### config.mk
export PLATFORM = sky130hd
export DESIGN_NAME = fit_policy_block_allocator_unit
export DESIGN_NICKNAME = d
export VERILOG_FILES = /design/src/rtl/fpba_pkg.sv /design/src/rtl/fpba_ram.sv /design/src/rtl/fpba_alu.sv /design/src/rtl/fpba_seq.sv /design/src/rtl/fit_policy_block_allocator_unit.sv
export SDC_FILE = /design/constraint.sdc
export NUM_CORES = 1
export LEC_CHECK = 0
export BUFFER_PORTS_ARGS = -buffer_cell sky130_fd_sc_hd__buf_4
export CAP_MARGIN = 20
export CORE_UTILIZATION = 58
export CTS_BUF_LIST = sky130_fd_sc_hd__clkbuf_4 sky130_fd_sc_hd__clkbuf_8
export DETAILED_ROUTE_END_ITERATION = 16
export PLACE_DENSITY = 0.84
export SLEW_MARGIN = 30
export SYNTH_ARGS = -nofsm -noshare
export SYNTH_HDL_FRONTEND = slang
export SYNTH_HIERARCHICAL = 1
export SYNTH_SLANG_ARGS = --single-unit
### constraint.sdc
create_clock -name i_clk -period 8.8 [get_ports i_clk]
set_clock_uncertainty 0.15 [all_clocks]
set_input_delay 1.32 -clock i_clk [delete_from_list [all_inputs] [get_ports i_clk]]
set_output_delay 1.32 -clock i_clk [all_outputs]
set_load 0.03 [all_outputs]
### src/rtl/fpba_pkg.sv
// fpba_pkg: shared constants, codes and types of the fit-policy block allocator
// used by every rtl file of the block but fpba_ram; no dependencies
`default_nettype none

package fpba_pkg;

    localparam int NUM_BLOCKS = 16;
    localparam int SIZE_BITS  = 16;

    localparam int IDX_W = (NUM_BLOCKS > 1) ? $clog2(NUM_BLOCKS) : 1;
    localparam int CNT_W = $clog2(NUM_BLOCKS + 1);

    // field widths of the stream and register items
    localparam int OP_W     = 1;
    localparam int SLOT_W   = 4;
    localparam int AMT_W    = 16;
    localparam int CHOSEN_W = 4;
    localparam int LEFT_W   = 16;
    localparam int MODE_W   = 2;
    localparam int BIU_W    = 5;
    localparam int LIM_W    = (CNT_W > BIU_W) ? CNT_W : BIU_W;

    localparam int S_TDATA_W = 24;
    localparam int M_TDATA_W = 24;
    localparam int PADDR_W   = 3;
    localparam int PDATA_W   = 32;

    localparam logic [OP_W-1:0] OP_LOAD = 1'b0;
    localparam logic [OP_W-1:0] OP_REQ  = 1'b1;

    localparam logic [MODE_W-1:0] MODE_FIRST = 2'd0;
    localparam logic [MODE_W-1:0] MODE_BEST  = 2'd1;
    localparam logic [MODE_W-1:0] MODE_WORST = 2'd2;

    localparam logic REG_FIT_MODE = 1'b0;
    localparam logic REG_BLOCKS   = 1'b1;

    localparam logic [MODE_W-1:0] FIT_MODE_RST = MODE_FIRST;
    localparam logic [BIU_W-1:0]  BLOCKS_RST   = 5'd16;

    typedef enum logic [1:0] {
        ST_IDLE,
        ST_SCAN,
        ST_FIN
    } t_state;

    typedef struct packed {
        logic                 we;
        logic [IDX_W-1:0]     waddr;
        logic [SIZE_BITS-1:0] wdata;
        logic [IDX_W-1:0]     raddr;
    } t_ram_req;

    typedef struct packed {
        logic fit;
        logic lower;
        logic higher;
    } t_cmp;

endpackage

`default_nettype wire

### src/rtl/fpba_ram.sv
// fpba_ram: generic single write port, single read port ram with registered read
// no dependencies
`default_nettype none

module fpba_ram #(
    parameter int WIDTH = 16,
    parameter int DEPTH = 16,
    localparam int ADDR_W = (DEPTH > 1) ? $clog2(DEPTH) : 1
) (
    input  wire logic              i_clk,
    input  wire logic              i_we,
    input  wire logic [ADDR_W-1:0] i_waddr,
    input  wire logic [WIDTH-1:0]  i_wdata,
    input  wire logic [ADDR_W-1:0] i_raddr,
    output logic      [WIDTH-1:0]  o_rdata
);

    logic [WIDTH-1:0] r_mem [DEPTH];

    always_ff @(posedge i_clk) begin
        if (i_we) begin
            r_mem[i_waddr] <= i_wdata;
        end
        o_rdata <= r_mem[i_raddr];
    end

endmodule

`default_nettype wire

### src/rtl/fpba_alu.sv
// fpba_alu: shared compare and subtract unit of the allocator scan
// depends on fpba_pkg
`default_nettype none

module fpba_alu (
    input  wire logic [fpba_pkg::SIZE_BITS-1:0] i_entry,
    input  wire logic [fpba_pkg::SIZE_BITS-1:0] i_amt,
    input  wire logic [fpba_pkg::SIZE_BITS-1:0] i_best,
    output fpba_pkg::t_cmp                      o_cmp,
    output logic      [fpba_pkg::SIZE_BITS-1:0] o_diff
);
    import fpba_pkg::*;

    always_comb begin
        o_cmp.fit    = (i_entry >= i_amt);
        o_cmp.lower  = (i_entry < i_best);
        o_cmp.higher = (i_entry > i_best);
        o_diff       = i_best - i_amt;
    end

endmodule

`default_nettype wire

### src/rtl/fpba_seq.sv
// fpba_seq: scan sequencer, pick and best-capacity registers and result register
// depends on fpba_pkg and fpba_alu
`default_nettype none

module fpba_seq (
    input  wire logic                           i_clk,
    input  wire logic                           i_rst_n,
    input  wire logic [fpba_pkg::MODE_W-1:0]    i_fit_mode,
    input  wire logic [fpba_pkg::BIU_W-1:0]     i_blocks_in_use,
    input  wire logic                           i_in_valid,
    output logic                                o_in_ready,
    input  wire logic [fpba_pkg::OP_W-1:0]      i_operation,
    input  wire logic [fpba_pkg::SLOT_W-1:0]    i_block_slot,
    input  wire logic [fpba_pkg::AMT_W-1:0]     i_amount,
    output fpba_pkg::t_ram_req                  o_ram,
    input  wire logic [fpba_pkg::SIZE_BITS-1:0] i_ram_q,
    output logic                                o_out_valid,
    input  wire logic                           i_out_ready,
    output logic                                o_granted,
    output logic      [fpba_pkg::CHOSEN_W-1:0]  o_chosen_block,
    output logic      [fpba_pkg::LEFT_W-1:0]    o_capacity_left
);
    import fpba_pkg::*;

    t_state               r_state, n_state;
    logic [CNT_W-1:0]     r_idx;
    logic                 r_chk_vld;
    logic [IDX_W-1:0]     r_chk_idx;
    logic                 r_found;
    logic [IDX_W-1:0]     r_pick;
    logic [SIZE_BITS-1:0] r_best;
    logic [SIZE_BITS-1:0] r_amt;
    logic                 r_out_vld;
    logic                 r_out_grant;
    logic [CHOSEN_W-1:0]  r_out_blk;
    logic [LEFT_W-1:0]    r_out_left;

    t_cmp                 cmp;
    logic [SIZE_BITS-1:0] diff;
    logic [CNT_W-1:0]     limit;
    logic                 first_only;
    logic                 stop;
    logic                 issue;
    logic                 take;
    logic                 scan_done;
    logic                 out_free;
    logic                 accept;
    logic                 load_ok;

    fpba_alu u_alu (
        .i_entry (i_ram_q),
        .i_amt   (r_amt),
        .i_best  (r_best),
        .o_cmp   (cmp),
        .o_diff  (diff)
    );

    // scan length saturates at the table depth
    always_comb begin
        if (LIM_W'(i_blocks_in_use) > LIM_W'(NUM_BLOCKS)) begin
            limit = CNT_W'(NUM_BLOCKS);
        end else begin
            limit = CNT_W'(i_blocks_in_use);
        end
    end

    always_comb begin
        first_only = !((i_fit_mode == MODE_BEST) || (i_fit_mode == MODE_WORST));
        stop       = first_only && r_found;
        issue      = (r_state == ST_SCAN) && (r_idx < limit) && !stop;
        take       = r_chk_vld && !stop && cmp.fit &&
                     (!r_found || ((i_fit_mode == MODE_BEST) && cmp.lower) ||
                      ((i_fit_mode == MODE_WORST) && cmp.higher));
        scan_done  = (r_state == ST_SCAN) && !r_chk_vld && ((r_idx >= limit) || stop);
        out_free   = !r_out_vld || i_out_ready;
        accept     = (r_state == ST_IDLE) && i_in_valid;
        load_ok    = (CNT_W'(i_block_slot) < CNT_W'(NUM_BLOCKS));
    end

    // next state
    always_comb begin
        n_state = r_state;
        unique case (r_state)
            ST_IDLE: begin
                if (accept && (i_operation == OP_REQ)) begin
                    n_state = ST_SCAN;
                end
            end
            ST_SCAN: begin
                if (scan_done) begin
                    n_state = ST_FIN;
                end
            end
            ST_FIN: begin
                if (out_free) begin
                    n_state = ST_IDLE;
                end
            end
            default: n_state = ST_IDLE;
        endcase
    end

    // outputs and table port
    always_comb begin
        o_in_ready  = 1'b0;
        o_ram.we    = 1'b0;
        o_ram.waddr = IDX_W'(i_block_slot);
        o_ram.wdata = SIZE_BITS'(i_amount);
        o_ram.raddr = r_idx[IDX_W-1:0];
        unique case (r_state)
            ST_IDLE: begin
                o_in_ready = 1'b1;
                o_ram.we   = accept && (i_operation == OP_LOAD) && load_ok;
            end
            ST_SCAN: begin
                o_ram.we = 1'b0;
            end
            ST_FIN: begin
                o_ram.we    = out_free && r_found;
                o_ram.waddr = r_pick;
                o_ram.wdata = diff;
            end
            default: begin
                o_in_ready = 1'b0;
            end
        endcase
    end

    always_ff @(posedge i_clk) begin
        if (!i_rst_n) begin
            r_state   <= ST_IDLE;
            r_chk_vld <= 1'b0;
            r_found   <= 1'b0;
            r_idx     <= '0;
        end else begin
            r_state <= n_state;
            if (accept) begin
                r_idx     <= '0;
                r_chk_vld <= 1'b0;
                r_found   <= 1'b0;
            end else if (r_state == ST_SCAN) begin
                r_chk_vld <= issue;
                if (issue) begin
                    r_idx <= r_idx + CNT_W'(1);
                end
                if (take) begin
                    r_found <= 1'b1;
                end
            end
        end
    end

    always_ff @(posedge i_clk) begin
        if (accept) begin
            r_amt <= SIZE_BITS'(i_amount);
        end
        if (issue) begin
            r_chk_idx <= r_idx[IDX_W-1:0];
        end
        if (take) begin
            r_pick <= r_chk_idx;
            r_best <= i_ram_q;
        end
    end

    // result register
    always_ff @(posedge i_clk) begin
        if (!i_rst_n) begin
            r_out_vld <= 1'b0;
        end else if ((r_state == ST_FIN) && out_free) begin
            r_out_vld <= 1'b1;
        end else if (i_out_ready) begin
            r_out_vld <= 1'b0;
        end
    end

    always_ff @(posedge i_clk) begin
        if ((r_state == ST_FIN) && out_free) begin
            r_out_grant <= r_found;
            r_out_blk   <= r_found ? CHOSEN_W'(r_pick) : '0;
            r_out_left  <= r_found ? LEFT_W'(diff) : '0;
        end
    end

    assign o_out_valid     = r_out_vld;
    assign o_granted       = r_out_grant;
    assign o_chosen_block  = r_out_blk;
    assign o_capacity_left = r_out_left;

endmodule

`default_nettype wire

### src/rtl/fit_policy_block_allocator_unit.sv
// fit_policy_block_allocator_unit: top level with config registers, capacity table and sequencer
// depends on fpba_pkg, fpba_ram, fpba_alu and fpba_seq
// a load is written to the table as its beat is taken; a request reads one table entry per
// cycle through the single read port, scanning up to blocks_in_use entries (at most 16), and
// takes the next beat only after its result is registered; first fit ends at the first block that fits
// reset clears control and sets fit_mode 0, blocks_in_use 16; table contents stay
// undefined until loaded, with no clearing pass
`default_nettype none

module fit_policy_block_allocator_unit (
    input  wire logic                          i_clk,
    input  wire logic                          i_rst_n,
    input  wire logic                          psel,
    input  wire logic                          penable,
    input  wire logic                          pwrite,
    input  wire logic [fpba_pkg::PADDR_W-1:0]  paddr,
    input  wire logic [fpba_pkg::PDATA_W-1:0]  pwdata,
    output logic      [fpba_pkg::PDATA_W-1:0]  prdata,
    output logic                               pready,
    input  wire logic                          s_tvalid,
    output logic                               s_tready,
    input  wire logic [fpba_pkg::S_TDATA_W-1:0] s_tdata,  // block_slot, amount
    input  wire logic [fpba_pkg::OP_W-1:0]     s_tuser,   // operation
    output logic                               m_tvalid,
    input  wire logic                          m_tready,
    output logic      [fpba_pkg::M_TDATA_W-1:0] m_tdata,  // chosen_block, capacity_left
    output logic                               m_tuser    // granted
);
    import fpba_pkg::*;

    logic [MODE_W-1:0]    r_fit_mode;
    logic [BIU_W-1:0]     r_blocks_in_use;
    t_ram_req             ram_req;
    logic [SIZE_BITS-1:0] ram_q;
    logic                 cfg_wr;
    logic [CHOSEN_W-1:0]  chosen_block;
    logic [LEFT_W-1:0]    capacity_left;

    assign pready = 1'b1;
    assign cfg_wr = psel && penable && pwrite && pready;

    always_ff @(posedge i_clk) begin
        if (!i_rst_n) begin
            r_fit_mode      <= FIT_MODE_RST;
            r_blocks_in_use <= BLOCKS_RST;
        end else if (cfg_wr) begin
            unique case (paddr[2])
                REG_FIT_MODE: r_fit_mode      <= pwdata[MODE_W-1:0];
                REG_BLOCKS:   r_blocks_in_use <= pwdata[BIU_W-1:0];
                default: ;
            endcase
        end
    end

    always_comb begin
        unique case (paddr[2])
            REG_FIT_MODE: prdata = PDATA_W'(r_fit_mode);
            REG_BLOCKS:   prdata = PDATA_W'(r_blocks_in_use);
            default:      prdata = '0;
        endcase
    end

    fpba_ram #(
        .WIDTH (SIZE_BITS),
        .DEPTH (NUM_BLOCKS)
    ) u_cap_ram (
        .i_clk   (i_clk),
        .i_we    (ram_req.we),
        .i_waddr (ram_req.waddr),
        .i_wdata (ram_req.wdata),
        .i_raddr (ram_req.raddr),
        .o_rdata (ram_q)
    );

    fpba_seq u_seq (
        .i_clk           (i_clk),
        .i_rst_n         (i_rst_n),
        .i_fit_mode      (r_fit_mode),
        .i_blocks_in_use (r_blocks_in_use),
        .i_in_valid      (s_tvalid),
        .o_in_ready      (s_tready),
        .i_operation     (s_tuser),
        .i_block_slot    (s_tdata[SLOT_W-1:0]),
        .i_amount        (s_tdata[SLOT_W+AMT_W-1:SLOT_W]),
        .o_ram           (ram_req),
        .i_ram_q         (ram_q),
        .o_out_valid     (m_tvalid),
        .i_out_ready     (m_tready),
        .o_granted       (m_tuser),
        .o_chosen_block  (chosen_block),
        .o_capacity_left (capacity_left)
    );

    assign m_tdata = {{(M_TDATA_W-CHOSEN_W-LEFT_W){1'b0}}, capacity_left, chosen_block};

    // a refused request reports all zeros
    a_no_grant_zero: assert property (@(posedge i_clk) disable iff (!i_rst_n)
        (m_tvalid && !m_tuser) |-> (m_tdata == '0))
        else $error("refused request with non-zero result");

    // a request keeps the input side closed while it scans
    a_req_busy: assert property (@(posedge i_clk) disable iff (!i_rst_n)
        (s_tvalid && s_tready && (s_tuser == OP_REQ)) |=> !s_tready)
        else $error("input taken during a request scan");

    // a load beat never produces a result
    a_load_silent: assert property (@(posedge i_clk) disable iff (!i_rst_n)
        (s_tvalid && s_tready && (s_tuser == OP_LOAD) && !m_tvalid) |=> !m_tvalid)
        else $error("result after a load beat");

endmodule

`default_nettype wire

==> results of run 1 <==
stage by stage:
| stage | total power, mW | worst slack (ns) | instance area [sq um] |
|---|---|---|---|
| floorplan | 2.03 | 3.93 | 15200 |
| global placement | 2.07 | 4.64 | 15900 |
| detailed placement | 2.07 | 4.87 | 15900 |
| CTS | 3.37 | 5.38 | 16900 |
| global route | 3.46 | 5.17 | 16900 |
| finish | 3.35 | 5.37 | 16900 |
power groups by stage:
stage	logic, mW	clock network, mW	registers [mW]
6_report	0.195	1.31	1.85
3_3_place_gp	0.187	0	1.88
3_5_place_dp	0.193	0	1.88
2_1_floorplan	0.153	0	1.87
5_1_grt	0.213	1.40	1.85
4_1_cts	0.194	1.34	1.85
sequential cells by signal, indices dropped and copies added (netlist names):
signal,flops
u_cap_ram/r_mem,256
u_seq/r_best,16
u_seq/r_amt,16
u_seq/r_chk_vld,1
u_seq/r_state,2
u_seq/r_chk_idx,4
u_seq/o_out_valid,1
r_blocks_in_use,5
r_fit_mode,2
u_seq/o_chosen_block,4
u_seq/o_granted,1
u_seq/r_idx,5
u_seq/r_found,1
u_seq/r_pick,4
u_seq/o_capacity_left,16
u_cap_ram/o_rdata,16
per-layer routing:
metal | GRT usage, % | vias to the layer above | part of all wire [%]
met3 | 4.47 | 77 | 6.8
li1 | - | 3717 | -
met2 | 36.9 | 343 | 48
met5 | 0 | - | 0.043
met4 | 10.4 | 2 | 3.3
met1 | 31.7 | 4144 | 42
path summary, 6_finish.rpt:
kind	start	to	cells past startpoint
worst max-delay path	u_seq/r_state[1]	u_cap_ram/r_mem[0][7]	8
worst min-delay path	u_seq/r_chk_idx[1]	u_seq/r_pick[1]	0
worst max register to register	u_seq/r_state[1]	u_cap_ram/r_mem[0][7]	8
worst min register to register	u_seq/r_chk_idx[1]	u_seq/r_pick[1]	0
layout make-up:
class | count | area share, %
clock buffer | 82 | 5.78
clock inverter | 18 | 0.546
inverter | 45 | 0.997
multi-input combinational | 482 | 26.5
sequential | 350 | 60.1
tap | 330 | 2.44
timing repair buffer | 83 | 3.68
worst reg2reg max path, delay by kind of cell (launching register included):
kind / cells / cell delay [ns]
flip-flops: 1 / 0.37
AND/OR/NAND/NOR: 5 / 1.66
AO/OA/AOI/OAI: 1 / 0.27
buffers and inverters: 2 / 0.67
logic make-up (layout without fill, tap and decap cells):
family | Yosys count | after routing
buffers and inverters | 110 | 228
xor gates and xnor gates | 11 | 11
muxes | 95 | 95
adders and majority gates | 56 | 56
AOI/OAI and AO/OA | 121 | 121
other | 2 | 32
DFF | 350 | 350
and+or+nand+nor | 167 | 167
cell usage in the layout, fill, tap and decap left out, types with 7 or more instances in the layout:
cell                       instances
sky130_fd_sc_hd__nor2b_1           8
sky130_fd_sc_hd__xnor2_1           9
sky130_fd_sc_hd__clkbuf_4         24
sky130_fd_sc_hd__mux2_2           22
sky130_fd_sc_hd__a21oi_1          25
sky130_fd_sc_hd__inv_1            45
sky130_fd_sc_hd__nand4_1           7
sky130_fd_sc_hd__ha_1             55
sky130_fd_sc_hd__a22oi_1          33
sky130_fd_sc_hd__mux4_2           54
sky130_fd_sc_hd__a21o_1           17
sky130_fd_sc_hd__buf_4            83
sky130_fd_sc_hd__and2_1           24
sky130_fd_sc_hd__nand2b_1          7
sky130_fd_sc_hd__clkbuf_8         58
sky130_fd_sc_hd__edfxtp_1        317
sky130_fd_sc_hd__nor2_1           32
sky130_fd_sc_hd__clkinv_1         14
sky130_fd_sc_hd__o21ai_0          15
sky130_fd_sc_hd__nand2_1          50
sky130_fd_sc_hd__mux4_1           10
sky130_fd_sc_hd__conb_1           32
sky130_fd_sc_hd__dfxtp_1          31
sky130_fd_sc_hd__mux2i_1           8
cells in the mapped netlist, types with 8 or more instances:
| master | n | area share (%) |
|---|---|---|
| sky130_fd_sc_hd__edfxtp_1 | 317 | 63 |
| sky130_fd_sc_hd__ha_1 | 55 | 4.5 |
| sky130_fd_sc_hd__mux4_2 | 54 | 8.0 |
| sky130_fd_sc_hd__nand2_1 | 50 | 1.2 |
| sky130_fd_sc_hd__inv_1 | 45 | 1.1 |
| sky130_fd_sc_hd__buf_4 | 40 | 2.0 |
| sky130_fd_sc_hd__a22oi_1 | 33 | 1.6 |
| sky130_fd_sc_hd__dfxtp_1 | 33 | 4.4 |
| sky130_fd_sc_hd__nor2_1 | 32 | 0.79 |
| sky130_fd_sc_hd__a21oi_1 | 25 | 0.83 |
| sky130_fd_sc_hd__and2_1 | 24 | 0.99 |
| sky130_fd_sc_hd__mux2_2 | 22 | 1.6 |
| sky130_fd_sc_hd__a21o_1 | 17 | 0.84 |
| sky130_fd_sc_hd__o21ai_0 | 15 | 0.50 |
| sky130_fd_sc_hd__clkbuf_1 | 10 | 0.25 |
| sky130_fd_sc_hd__mux4_1 | 10 | 1.7 |
| sky130_fd_sc_hd__nor2b_1 | 10 | 0.41 |
| sky130_fd_sc_hd__nor3_1 | 9 | 0.30 |
| sky130_fd_sc_hd__xnor2_1 | 9 | 0.52 |
| sky130_fd_sc_hd__mux2i_1 | 8 | 0.53 |
==> flow_summary.rst, run 1 <==
.. list-table::
   :header-rows: 1

   * - Metric
     - Value
   * - Outcome
     - complete, no violations
   * - Class of the most critical hold timing path
     - flip-flop to flip-flop
   * - Part of the power in the clock network
     - 39.1%
   * - Largest fanout on the critical path
     - 23
   * - Sequential Power Share
     - 55.1%
   * - Inst Count DP
     - 1290
   * - Main combinational cell family by area after synthesis
     - multiplexers
   * - Number of search-and-repair iterations in the first detailed-routing pass
     - 6
   * - Number of distinct library cell variants in the gate-level netlist after synthesis
     - 62
   * - Seq cells post-synth
     - 350
   * - CP bufs+invs
     - 2
   * - Port Buffer Count
     - 61
   * - Via count of the routed design
     - 8283
   * - Cell area after synthesis
     - 15100 sq um
   * - Cell count after synthesis
     - 912
   * - Drt initial violations
     - 710
   * - Mean area per synthesized cell
     - 16.6 sq um
   * - Clock transition at the registers of the reported paths
     - 0.06 ns
   * - Leakage dissipation
     - 6.03 nW
   * - Endpoints failing hold
     - 0
   * - Total number of nets in the final design
     - 1138
   * - Die area
     - 26700 sq um
   * - Global-route wire length before repair
     - 46.3 mm
   * - Largest net degree at the start of global routing
     - 69
   * - Pins over their slew limit
     - 0
   * - Yosys warns
     - 6
   * - Final routed wirelength across all metal layers
     - 30.0 mm
   * - Number of diodes
     - 0
   * - Maximum buffer depth of the clock tree
     - 3
   * - Floorplan row count
     - 58
   * - Layout Area Growth over Synthesis
     - 12.0%
   * - Die outline height
     - 163 microns
   * - Category of the critical setup timing path
     - flip-flop to flip-flop
   * - Setup-failing EPs final
     - 0
   * - Primary flip-flop cell chosen by synthesis mapping
     - sky130_fd_sc_hd__edfxtp_1
   * - Count of instances resized after the clock tree is built
     - 0
   * - Cell repeated most along the worst path
     - sky130_fd_sc_hd__buf_4
   * - Core occupancy in the finished layout
     - 66.7%
   * - Residual DRC
     - 0
   * - Number of global-route vias before repair
     - 8441
   * - Non-Filler Instances
     - 1390
   * - Die Wd
     - 163 microns
   * - H-tree lvl count
     - 2
   * - Number of enable flip-flop cells after synthesis
     - 317
   * - Proportion of layout cells with a drive suffix above 1
     - 25.6%
   * - Proportion of synthesized chip area in sequential cells
     - 67.3%
   * - Number of primary I/O pins
     - 127
   * - Relative slew slack
     - 37.1%
   * - Remaining number of nets flagged by the antenna check after routing
     - 0
   * - Critical Path AT
     - 3.54 ns
   * - CTS Root Buffer Type
     - sky130_fd_sc_hd__clkbuf_8
   * - Core area
     - 25400 sq um
   * - Grt total ovfl
     - 0
   * - Number of antenna violations at the first check in global routing
     - 1
   * - Number of buffers inserted to repair setup after CTS
     - 0
   * - Source-to-sink clock delay at the later pin of the worst-skew pair
     - 0.59 ns
   * - Pin slew with the least headroom to its limit
     - 0.944 ns
   * - Switch share
     - 21.9%
   * - Post-synthesis async set-or-reset flop share
     - 0%
   * - Overall routing resource usage
     - 23.3%
   * - Hold-fix buffers, CTS
     - 0
   * - Critical path capture point type
     - flip-flop
   * - Slack of the worst reg-to-reg path
     - 5.37 ns
   * - Setup repair after global routing missed its margin
     - no
   * - Internal Dissipation
     - 2.62 mW
   * - Average vias per placed instance
     - 5.96
   * - Final period demand of the worst path
     - 3.43 ns
   * - Final GP Congestion
     - 0.915
   * - Simple-gate area share of the yosys netlist
     - 5.63%
   * - Clock tree from TritonCTS
     - done
   * - Xor/xnor cell area share of the yosys netlist
     - 0.637%
   * - Multi-input logic area
     - 4480 sq um
   * - Combined flip-flop and latch cell area
     - 10200 sq um
   * - PwrDens
     - 198 nW/um^2
   * - WP data required
     - 8.91 ns
   * - DR WL/cell
     - 21.6 microns
   * - Critical path launch point type
     - flip-flop
   * - Maximum clock rate
     - 0.292 GHz
   * - Switching power
     - 0.732 mW
   * - Sink count of the clock tree
     - 350
   * - Worst Hold Margin
     - 0.275 ns
   * - Number of inserted filler cells in the final layout
     - 1673
   * - Highest cell delay on the worst timing path
     - 0.69 ns
   * - Setup TNS Final
     - 0 ns
   * - Fraction of the mapped netlist area in adder cells
     - 4.68%
   * - Share of the cycle needed by the critical path after routing
     - 38.9%
   * - Max capacitance violation total
     - 0
   * - Number of buffers created by CTS
     - 53
   * - Power share of the combinational group
     - 5.8%
   * - Slowest stage cell on the critical path
     - sky130_fd_sc_hd__nor2b_4
   * - Compound-Gate Fraction of Synth Area
     - 5.63%
   * - Max VDD drop
     - 0.118 mV
   * - Effective utilization at floorplan
     - 59.6%
   * - Cell-by-cell listing of the critical path
     - nor2b_2, buf_4, nor2b_4, nand2_1, o21ai_0, or3b_2, nor3_2, buf_4
   * - Family with the most delay on the worst path
     - simple AND/OR/NAND/NOR gates
   * - Multiplexer share of the synthesized area
     - 12.0%
   * - Detailed-placement wirelength estimate
     - 19.6 mm
No activity file was read; power rests on OpenSTA's default activity.
==> inputs of run 2 (changes only) <==
ABC_AREA = 1   (was not set)
CORE_UTILIZATION = 56   (was 58)
clock period = 2.9 ns   (was 8.8 ns; I/O delays follow)
==> flow_summary.rst, run 2 <==
.. list-table::
   :header-rows: 1

   * - Metric
     - Value
   * - Combined flip-flop and latch cell area
     - 10200 sq um
   * - Most frequent standard cell in the layout excluding fill and tap cells
     - sky130_fd_sc_hd__nand2_1
   * - Core area
     - 28900 sq um
   * - Non-Filler Instances
     - 2284
   * - Layout Area Growth over Synthesis
     - 12.7%
   * - Clock transition at the registers of the reported paths
     - 0.06 ns
   * - Die outline height
     - 174 microns
   * - Cells taking the most area after synthesis
     - sky130_fd_sc_hd__edfxtp_1 57%, sky130_fd_sc_hd__nand2_1 13%, sky130_fd_sc_hd__inv_1 7.0%
   * - Core occupancy in the finished layout
     - 64.8%
   * - Most repeated cell in the gate-level netlist after synthesis
     - sky130_fd_sc_hd__nand2_1
   * - Final period demand of the worst path
     - 2.70 ns
   * - Source-to-sink clock delay at the later pin of the worst-skew pair
     - 0.60 ns
   * - WP data required
     - 3.07 ns
   * - Number of primary I/O pins
     - 127
   * - Detailed-placement wirelength estimate
     - 23.3 mm
   * - Number of enable flip-flop cells after synthesis
     - 317
   * - Final routed wirelength across all metal layers
     - 37.8 mm
   * - Number of search-and-repair iterations in the first detailed-routing pass
     - 5
   * - CTS Root Buffer Type
     - sky130_fd_sc_hd__clkbuf_8
   * - Critical path capture point type
     - flip-flop
   * - Pins over their slew limit
     - 0
   * - Setup-failing EPs final
     - 0
   * - Clock tree from TritonCTS
     - done
   * - Critical path launch point type
     - flip-flop
   * - Largest fanout on the critical path
     - 16
   * - Average vias per placed instance
     - 5.27
   * - Critical Path AT
     - 2.87 ns
   * - Post-route worst setup slack
     - 0.197 ns
   * - Maximum clock rate
     - 0.370 GHz
   * - Proportion of synthesized chip area in sequential cells
     - 61.1%
   * - Number of buffers created by CTS
     - 54
   * - Residual DRC
     - 0
   * - Cell area after synthesis
     - 16600 sq um
   * - Grt total ovfl
     - 0
   * - Post-Place Worst Slack
     - 0.245 ns
   * - Global-route wire length before repair
     - 59.1 mm
   * - Share of the cycle needed by the critical path after routing
     - 93.2%
   * - Proportion of layout cells with a drive suffix above 1
     - 10.7%
   * - Highest-count cells in the layout ignoring fill and taps
     - 568 x sky130_fd_sc_hd__nand2_1, 317 x sky130_fd_sc_hd__edfxtp_1, 311 x sky130_fd_sc_hd__inv_1
   * - Largest area contributor in the synthesized netlist
     - sky130_fd_sc_hd__edfxtp_1
   * - Largest net degree at the start of global routing
     - 117
   * - Max capacitance violation total
     - 0
   * - PwrDens
     - 558 nW/um^2
   * - Outcome
     - complete, no violations
   * - Setup repair after global routing missed its margin
     - no
   * - Number of global-route vias before repair
     - 11900
   * - Pin slew with the least headroom to its limit
     - 0.883 ns
   * - Register containing the most flip-flops in the final layout
     - u_cap_ram/r_mem
   * - Port Buffer Count
     - 61
   * - Category of the critical setup timing path
     - flip-flop to flip-flop
   * - Remaining number of nets flagged by the antenna check after routing
     - 0
   * - Class of the most critical hold timing path
     - primary input to flip-flop
   * - Via count of the routed design
     - 12000
   * - Inst Count DP
     - 2161
   * - Overall routing resource usage
     - 25.0%
   * - Design Area, Final
     - 18800 sq um
   * - Primary flip-flop cell chosen by synthesis mapping
     - sky130_fd_sc_hd__edfxtp_1
   * - Number of distinct library cell variants in the gate-level netlist after synthesis
     - 33
   * - H-tree lvl count
     - 2
   * - Portion of synthesized cell area occupied by the leading cell type
     - 57.2%
   * - Number of inserted filler cells in the final layout
     - 2061
   * - Mean area per synthesized cell
     - 9.57 sq um
   * - Placement Cell Area
     - 17400 sq um
   * - Post-synthesis async set-or-reset flop share
     - 0%
   * - Max reg flops
     - 256
   * - Leakage dissipation
     - 8.63 nW
   * - Effective utilization at floorplan
     - 57.5%
   * - Die area
     - 30400 sq um
   * - Yosys warns
     - 6
   * - Die Wd
     - 174 microns
   * - Cell count after synthesis
     - 1740
   * - Total power
     - 10.5 mW
   * - Relative slew slack
     - 41.1%
   * - Drt initial violations
     - 1207
   * - DR WL/cell
     - 16.6 microns
   * - Cell types with the highest counts after synthesis
     - 569 x sky130_fd_sc_hd__nand2_1, 317 x sky130_fd_sc_hd__edfxtp_1, 311 x sky130_fd_sc_hd__inv_1, 219 x sky130_fd_sc_hd__nand3_1, 55 x sky130_fd_sc_hd__ha_1
   * - Total number of nets in the final design
     - 1979
   * - Number of diodes
     - 0
   * - Max VDD drop
     - 0.350 mV
   * - Multi-input logic area
     - 4780 sq um
   * - Seq cells post-synth
     - 350
   * - Endpoints failing hold
     - 0
   * - Floorplan row count
     - 62
   * - Maximum buffer depth of the clock tree
     - 3
   * - Sink count of the clock tree
     - 350
   * - Final GP Congestion
     - 0.904
   * - Number of antenna violations at the first check in global routing
     - 0
run 2: power by group:
group / total (mW) / internal (mW) / switching [mW]
clock: 4.10 / 2.22 / 1.88
sequential: 5.62 / 5.58 / 0.0372
combinational: 0.761 / 0.235 / 0.526
total: 10.5 / 8.03 / 2.44
run 2: path summary, 6_finish.rpt:
path,from,endpoint,slack [ns],depth (start not counted)
max,u_seq/r_amt[0],u_cap_ram/r_mem[14][14],0.20,11
min,pwdata[0],r_fit_mode[0],0.03,5
max reg2reg,u_seq/r_amt[0],u_cap_ram/r_mem[14][14],0.20,11
min reg2reg,u_seq/r_chk_idx[3],u_seq/r_pick[3],0.28,0
run 2: logic make-up after synthesis:
group / count (synthesis) / share of synthesized area (%)
xor gates and xnor gates: 11 / 0.579
buffers and inverters: 411 / 10.9
adders and majority gates: 56 / 4.25
DFF: 350 / 61.1
other: 2 / 0.0451
and+or+nand+nor: 864 / 21.6
AOI/OAI and AO/OA: 46 / 1.49
run 2: stage by stage:
| step | TNS [ns] | hold WS, ns |
|---|---|---|
| floorplan | -5.35 | 0.250 |
| global route | 0 | 0.0482 |
| CTS | 0 | 0.00390 |
| finish | 0 | 0.0294 |
| detailed placement | 0 | 0.259 |
| global placement | 0 | 0.253 |
run 2: layer usage:
metal / GRT usage, % / share of wire (%)
met1: 29.4 / 39
met2: 44.6 / 50
met3: 4.35 / 7.8
met4: 11.4 / 3.2
met5: 0 / 0
run 2: layout make-up:
cell class,instances,share of cell area [%]
clock buffer,68,4.55
clock inverter,32,1.25
inverter,317,6.36
multi-input combinational,1009,25.5
sequential,350,54.3
tap,384,2.56
timing repair buffer,124,5.53
run 2: what timing repair did:
action / in CTS / in global routing
hold buffers: 23 / 0
hold endpoints to repair: 26 / 0
setup buffers: 0 / 0
resized for setup: 0 / 1
endpoints found under the setup margin: 0 / 16
run 2: worst max-delay path, cell delays in order, from the launching register on:
cell	delay, ns
sky130_fd_sc_hd__edfxtp_1	0.42
sky130_fd_sc_hd__ha_1	0.26
sky130_fd_sc_hd__fa_1	0.41
sky130_fd_sc_hd__inv_1	0.09
sky130_fd_sc_hd__nand4_1	0.09
sky130_fd_sc_hd__nand2_1	0.17
sky130_fd_sc_hd__nand2_1	0.11
sky130_fd_sc_hd__nand2_1	0.08
sky130_fd_sc_hd__nand2_1	0.05
sky130_fd_sc_hd__nand2_1	0.10
sky130_fd_sc_hd__nand2_1	0.07
sky130_fd_sc_hd__nand2_1	0.41
